File: src/hw/rtl/assert_macros.svh
// Assertion helpers shared by the RTL.
// DNFFP_ASSERT: the property must hold at every rising edge outside reset.
// DNFFP_NEVER: the expression must never be true at a rising edge outside reset.
`ifndef ASSERT_MACROS_SVH
`define ASSERT_MACROS_SVH

`define DNFFP_ASSERT(lbl, clk, rst_n, prop, msg) \
	lbl: assert property (@(posedge clk) disable iff (!rst_n) prop) else $error(msg);

`define DNFFP_NEVER(lbl, clk, rst_n, expr, msg) \
	lbl: assert property (@(posedge clk) disable iff (!rst_n) !(expr)) else $error(msg);

`endif

File: src/hw/rtl/dnffp_pkg.sv
`timescale 1ns / 1ps

package dnffp_pkg;

	localparam int unsigned CFG_ADDR_W = 5;
	localparam int unsigned CFG_DATA_W = 32;

	typedef logic [2:0] reg_idx_t;
	localparam reg_idx_t REG_T1_CORES  = 3'd0;
	localparam reg_idx_t REG_T1_MEMORY = 3'd1;
	localparam reg_idx_t REG_T2_CORES  = 3'd2;
	localparam reg_idx_t REG_T2_MEMORY = 3'd3;
	localparam reg_idx_t REG_T1_POWER  = 3'd4;
	localparam reg_idx_t REG_T2_POWER  = 3'd5;

	typedef logic [1:0] op_code_t;
	localparam op_code_t OP_FILL    = 2'd0;
	localparam op_code_t OP_PLACE   = 2'd1;
	localparam op_code_t OP_DAY_END = 2'd2;

	typedef logic [1:0] node_code_t;
	localparam node_code_t NODE_BOTH = 2'd0;
	localparam node_code_t NODE_A    = 2'd1;
	localparam node_code_t NODE_B    = 2'd2;

	localparam logic [15:0] VM_COUNT_MAX = 16'hFFFF;

	typedef struct packed {
		logic [1:0]  operation;
		logic [9:0]  vm_cores;
		logic [15:0] vm_memory;
		logic        vm_two_nodes;
	} req_t;

	typedef struct packed {
		logic        found;
		logic [9:0]  server_index;
		logic [1:0]  node_choice;
		logic [47:0] power_cost_total;
	} rsp_t;

	typedef struct packed {
		logic [9:0]  type_one_node_cores;
		logic [15:0] type_one_node_memory;
		logic [9:0]  type_two_node_cores;
		logic [15:0] type_two_node_memory;
		logic [15:0] type_one_power_cost;
		logic [15:0] type_two_power_cost;
	} cfg_t;

	typedef struct packed {
		logic [15:0] vm_count;
		logic [15:0] free_memory_b;
		logic [15:0] free_memory_a;
		logic [9:0]  free_cores_b;
		logic [9:0]  free_cores_a;
	} entry_t;

	typedef enum logic [1:0] {
		ST_IDLE,
		ST_FILL,
		ST_PLACE,
		ST_DAY_END
	} state_t;

endpackage

File: src/hw/rtl/dnffp_cfg.sv
`timescale 1ns / 1ps

module dnffp_cfg (
	input  logic                             clk,
	input  logic                             arst_n,
	input  logic                             psel,
	input  logic                             penable,
	input  logic                             pwrite,
	input  logic [dnffp_pkg::CFG_ADDR_W-1:0] paddr,
	input  logic [dnffp_pkg::CFG_DATA_W-1:0] pwdata,
	output logic [dnffp_pkg::CFG_DATA_W-1:0] prdata,
	output logic                             pready,
	output dnffp_pkg::cfg_t                  cfg
);

	dnffp_pkg::cfg_t      cfg_q;
	dnffp_pkg::reg_idx_t  reg_idx;
	logic                 wr_en;

	assign reg_idx = paddr[4:2];
	assign wr_en   = psel && penable && pwrite;
	assign pready  = 1'b1;

	always_ff @(posedge clk or negedge arst_n) begin
		if (!arst_n) begin
			cfg_q <= '0;
		end else if (wr_en) begin
			unique case (reg_idx)
				dnffp_pkg::REG_T1_CORES:  cfg_q.type_one_node_cores  <= pwdata[9:0];
				dnffp_pkg::REG_T1_MEMORY: cfg_q.type_one_node_memory <= pwdata[15:0];
				dnffp_pkg::REG_T2_CORES:  cfg_q.type_two_node_cores  <= pwdata[9:0];
				dnffp_pkg::REG_T2_MEMORY: cfg_q.type_two_node_memory <= pwdata[15:0];
				dnffp_pkg::REG_T1_POWER:  cfg_q.type_one_power_cost  <= pwdata[15:0];
				dnffp_pkg::REG_T2_POWER:  cfg_q.type_two_power_cost  <= pwdata[15:0];
				default: ;
			endcase
		end
	end

	always_comb begin
		unique case (reg_idx)
			dnffp_pkg::REG_T1_CORES:  prdata = 32'(cfg_q.type_one_node_cores);
			dnffp_pkg::REG_T1_MEMORY: prdata = 32'(cfg_q.type_one_node_memory);
			dnffp_pkg::REG_T2_CORES:  prdata = 32'(cfg_q.type_two_node_cores);
			dnffp_pkg::REG_T2_MEMORY: prdata = 32'(cfg_q.type_two_node_memory);
			dnffp_pkg::REG_T1_POWER:  prdata = 32'(cfg_q.type_one_power_cost);
			dnffp_pkg::REG_T2_POWER:  prdata = 32'(cfg_q.type_two_power_cost);
			default:                  prdata = '0;
		endcase
	end

	assign cfg = cfg_q;

endmodule

File: config.mk
export PLATFORM = sky130hd
export DESIGN_NAME = dnffp_cfg
export DESIGN_NICKNAME = d
export VERILOG_FILES = /design/src/hw/rtl/assert_macros.svh /design/src/hw/rtl/dnffp_pkg.sv /design/src/hw/rtl/dnffp_cfg.sv
export SDC_FILE = /design/constraint.sdc
export NUM_CORES = 1
export LEC_CHECK = 0
export ABC_AREA = 1
export BUFFER_PORTS_ARGS = -buffer_cell sky130_fd_sc_hd__buf_2
export CELL_PAD_IN_SITES_DETAIL_PLACEMENT = 2
export CELL_PAD_IN_SITES_GLOBAL_PLACEMENT = 2
export CORE_ASPECT_RATIO = 0.5
export CORE_MARGIN = 1.5
export CORE_UTILIZATION = 27
export CTS_CLUSTER_DIAMETER = 80
export DETAILED_ROUTE_END_ITERATION = 16
export PLACE_DENSITY_LB_ADDON = 0.15
export SLEW_MARGIN = 20
export SYNTH_ARGS = -nofsm -noshare
export SYNTH_HDL_FRONTEND = slang
export SYNTH_SLANG_ARGS = --single-unit
export TNS_END_PERCENT = 1
File: constraint.sdc
create_clock -name clk -period 1.4 [get_ports clk]
set_input_delay 0.21 -clock clk [delete_from_list [all_inputs] [get_ports clk]]
set_output_delay 0.21 -clock clk [all_outputs]
set_load 0.05 [all_outputs]
# ---- After elaboration in Yosys (flattened, before gate mapping)
# Index checks and enable logic that the tools add are counted.
dict set report totals {
  regBits 84
  input_bits 42
  output_inout_bits 117
  word_cells 21
}
dict set report op_classes {
  eq_ne 5
  muxes 1
  n_reduce_logical 9
}
# cell count
set ops {}
lappend ops {{one-hot mux 16 bit (6 select lines)} 1}
lappend ops {{AND reduction 2 bit} 6}
lappend ops {{equality test 3 x 2 -> 1 bit, second input constant} 2}
lappend ops {{equality test 3 bit, second input constant} 2}
lappend ops {{equality test 3 x 1 -> 1 bit, second input constant} 1}
lappend ops {{logical NOT 3 bit} 1}
lappend ops {{logical AND 1 bit} 2}

# ---- Logic depth before layout (Yosys ltp)
dict set report depth {
  depth_word 3
  depth_mapped 7
}

# ---- Worst setup path before layout
# OpenSTA, ideal clock, no wires.
dict set report synth_timing {
  path_kind {in2out}
  from {input paddr[3] in the netlist's numbering}
  to {output prdata[10] in the netlist's numbering}
  arrival_ps 1266
  path_slack_ps -76
  stages 6
  n_path_buf 1
  cell_sequence {nor2_2 buf_2 nand3_1 o21ai_0 inv_1 nand2_1}
}
dict set report synth_via {
  elab_chain_cells 2
  elab_cells_between_ends 7
  cone_classes {5 x eq/ne; 1 x mux; 1 x reduce/logical}
}
# element line_no
set synth_rtl {}
lappend synth_rtl {{start, declared} dnffp_cfg.sv:9} ;# input logic [dnffp_pkg::CFG_ADDR_W-1:0] paddr,
lappend synth_rtl {{equality test 3 bit (tied with other cells)} dnffp_cfg.sv:41} ;# unique case (reg_idx)
lappend synth_rtl {{one-hot mux 16 bit (6 select lines) *} dnffp_cfg.sv:41}
lappend synth_rtl {{end, declared} dnffp_cfg.sv:11} ;# output logic [dnffp_pkg::CFG_DATA_W-1:0] prdata,
# Mark *: on every way between the ends. The rest lies on a longest branch, timed or not.

# ---- Final worst setup path
dict set report layout_timing {
  from {register cfg_q (netlist bit cfg[38])}
  to {output prdata[6] in the netlist's numbering}
}
dict set report layout_via {
  elab_chain_cells 1
}
# element line_no
set layout_rtl {}
lappend layout_rtl {{start, declared} dnffp_cfg.sv:16} ;# dnffp_pkg::cfg_t cfg_q;
lappend layout_rtl {{one-hot mux 16 bit (6 select lines)} dnffp_cfg.sv:41}
# Every way passes these cells.

==> run metrics <==
status=finished with violations; violated checks=negative setup slack; clock sink count=84; Placed Cells=between 800 and 900; die extent in y=92.03 um; Max Fanout on Critical Path=2; Antenna Violating Nets Remaining=0; Synth Cell Area=4280 sq um; fmax=about 660 MHz; initial antenna violation count=0; Initial Util=27.70%; R2R Setup Slk=560 ps; GP Congestion=~0.78; IO Count=159; Internal=5.343 mW; DIE AREA=16660 sq um; pre-CTS WS=-173.6 ps; Yosys reg bits=84; Clk pwr share=24.7%; Seq/Total Area, Yosys=49.11%; CTS root buf=clkbuf_16; Critical Path AT=1300 ps; R2R Path Start=cfg[30]; Flop pwr share=33.4%; port bufs=123; Pre-antenna DRT Iters=5; Vias/cell=4.753; crit path from=cfg[38]; Hold WS=around 160 ps; CP required=1190 ps; Worst R2R Path Depth=3; row cnt=32; Sw Ratio=a little under half; Hold Crit Class=input pin to register; Cell variety after synth=23; largest cells by area after synthesis=dfrtp_1 (49%), nand2_1 (15%), o21ai_0 (8.2%); Clock Latency Late Sink=around 340 ps; Final #Nets=754; critical path startpoint category=register; Num CTS Buffers=9; ys async rst share=100.0%; Pleak=3.277 nW; Tot Pwr=9.799 mW; Post-synth EDFFs=0; post-route worst setup slack=-108.9 ps; Die X-Extent=181.1 um; total placed instance area=5398 sq um; DR iter-0 viols=between 150 and 200; top-count cell post-synth=nand2_1; Max-Cap Viols=0; area grow syn2layout=42.62%; core area=roughly 15000 sq um; count of final max-slew check failures=0; total track usage=21.97%; utilization after layout=39.50%; Final Cycle Share=107.8%; via count=4373; final instance area=6105 sq um; Worst setup EP type=primary output; final WL=17380 um; Clk pin slew, worst setup/hold paths=60 ps; P_sw=4.456 mW; peak supply drop=0.5900 mV; hpwl dp=12710 um; clk buf depth=2; Cells after Synth=539; H-tree lvl count=3; setup TNS=-846.9 ps; largest net degree at the start of global routing=36; diodes inserted=0; first-pass GRT wire length=between 20000 and 30000 um; dominant synthesized flop cell=dfrtp_1; reg2reg end=cfg[30]; Setup Skew=0 ps; post-layout minimum cycle time=1509 ps; Comb pwr share=between 40% and 50%; Fin. Hold Viols=0; final setup fails=15; Post-Layout Cell Count=just over 900; Pwr per Cell Area=1605 nW/um^2; drt drc=0; layout cell share with drive strength beyond 1=35.75%; Synth Warn #=0; drt wl/cell=18.89 um; top post-synthesis cells by count=nand2_1 (172), dfrtp_1 (84), o21ai_0 (70); top cell type by total area after synthesis=dfrtp_1; CP Class=register to primary output; FILL cells=between 1500 and 2000; Worst Setup EP=prdata[6]; min-delay src=pwdata[10]; Avg Cell Area, Syn=7.941 sq um; max reg flops=84; GRT overflow=0; RSZ-0062 raised after global routing=true; vias in the first global route=4865; CTS tree=built; post-synth top area share=between 40 and 50%
[worst max-delay path, cell delays in order (launching register included)]
cell and delay [ps]:
dfrtp_1 380, nand4_1 110, nand2_1 100, nor2_1 100
nand2_1 100, buf_6 160
[power groups by stage]
| stage | Clock [mW] | Combinational [mW] | Sequential (mW) |
|---|---|---|---|
| final | 2.42 | 4.11 | 3.27 |
| after floorplan | 0 | 1.01 | 4.93 |
| after global placement | 0 | 3.63 | 3.35 |
| after global routing | 2.58 | 4.34 | 3.34 |
| after detailed placement | 0 | 3.71 | 3.36 |
| after CTS | 2.50 | 4.12 | 3.26 |
[logic make-up after synthesis]
kind of cell	share of synthesized area [%]
and+or+nand+nor	28.15
other	0.1755
buffers and inverters	10.99
DFF	49.11
AOI/OAI and AO/OA	11.58
[layout make-up]
class	count	area, sq um	area share (%)
Sequential cell	84	2102	34.43
Multi-Input combinational cell	379	1833	30.03
Timing Repair Buffer	196	1465	24.00
Tap cell	204	255.2	4.181
Clock buffer	10	239.0	3.915
Inverter	42	157.7	2.582
Clock inverter	5	52.55	0.8608
[layout by cell type (no fill, tap or decap), types with 10 or more instances in the layout]
master,Yosys,routed
buf_4,18,55
buf_12,0,14
nor2_1,22,13
nand2_1,172,167
inv_1,39,33
nor2_2,2,10
o21ai_1,10,13
dfrtp_1,84,84
o21ai_0,70,66
nand3_1,32,30
conb_1,2,17
nand4_1,28,28
buf_6,6,19
buf_2,13,105
[timing repair]
| item | in CTS | in global routing |
|---|---|---|
| endpoints found under the setup margin | 16 | 16 |
| endpoints found under the hold margin | 18 | 0 |
| cloned | 0 | 0 |
| pin swaps | 25 | 5 |
| setup buffers | 27 | 2 |
| hold buffers | 1 | 0 |
| resized for setup | 54 | 15 |
[layer usage]
metal  vias to the layer above  wire [um]  global-route usage (%)
met1                      2222       8471                   30.06
li1                       2065          -                       -
met4                         0         73                   3.542
met5                         -          0                       0
met2                        81       8245                   36.84
met3                         5        584                   4.130
[how the worst min path moves through the flow]
stage	endpoint	slack, ps	cells after the start
floorplan	cfg[0]	-90	0
global placement	cfg[52]	140	1
detailed placement	cfg[62]	130	1
CTS	cfg[26]	150	3
global route	cfg[10]	160	3
finish	cfg[26]	160	3
(Power assumes the default switching activity.)
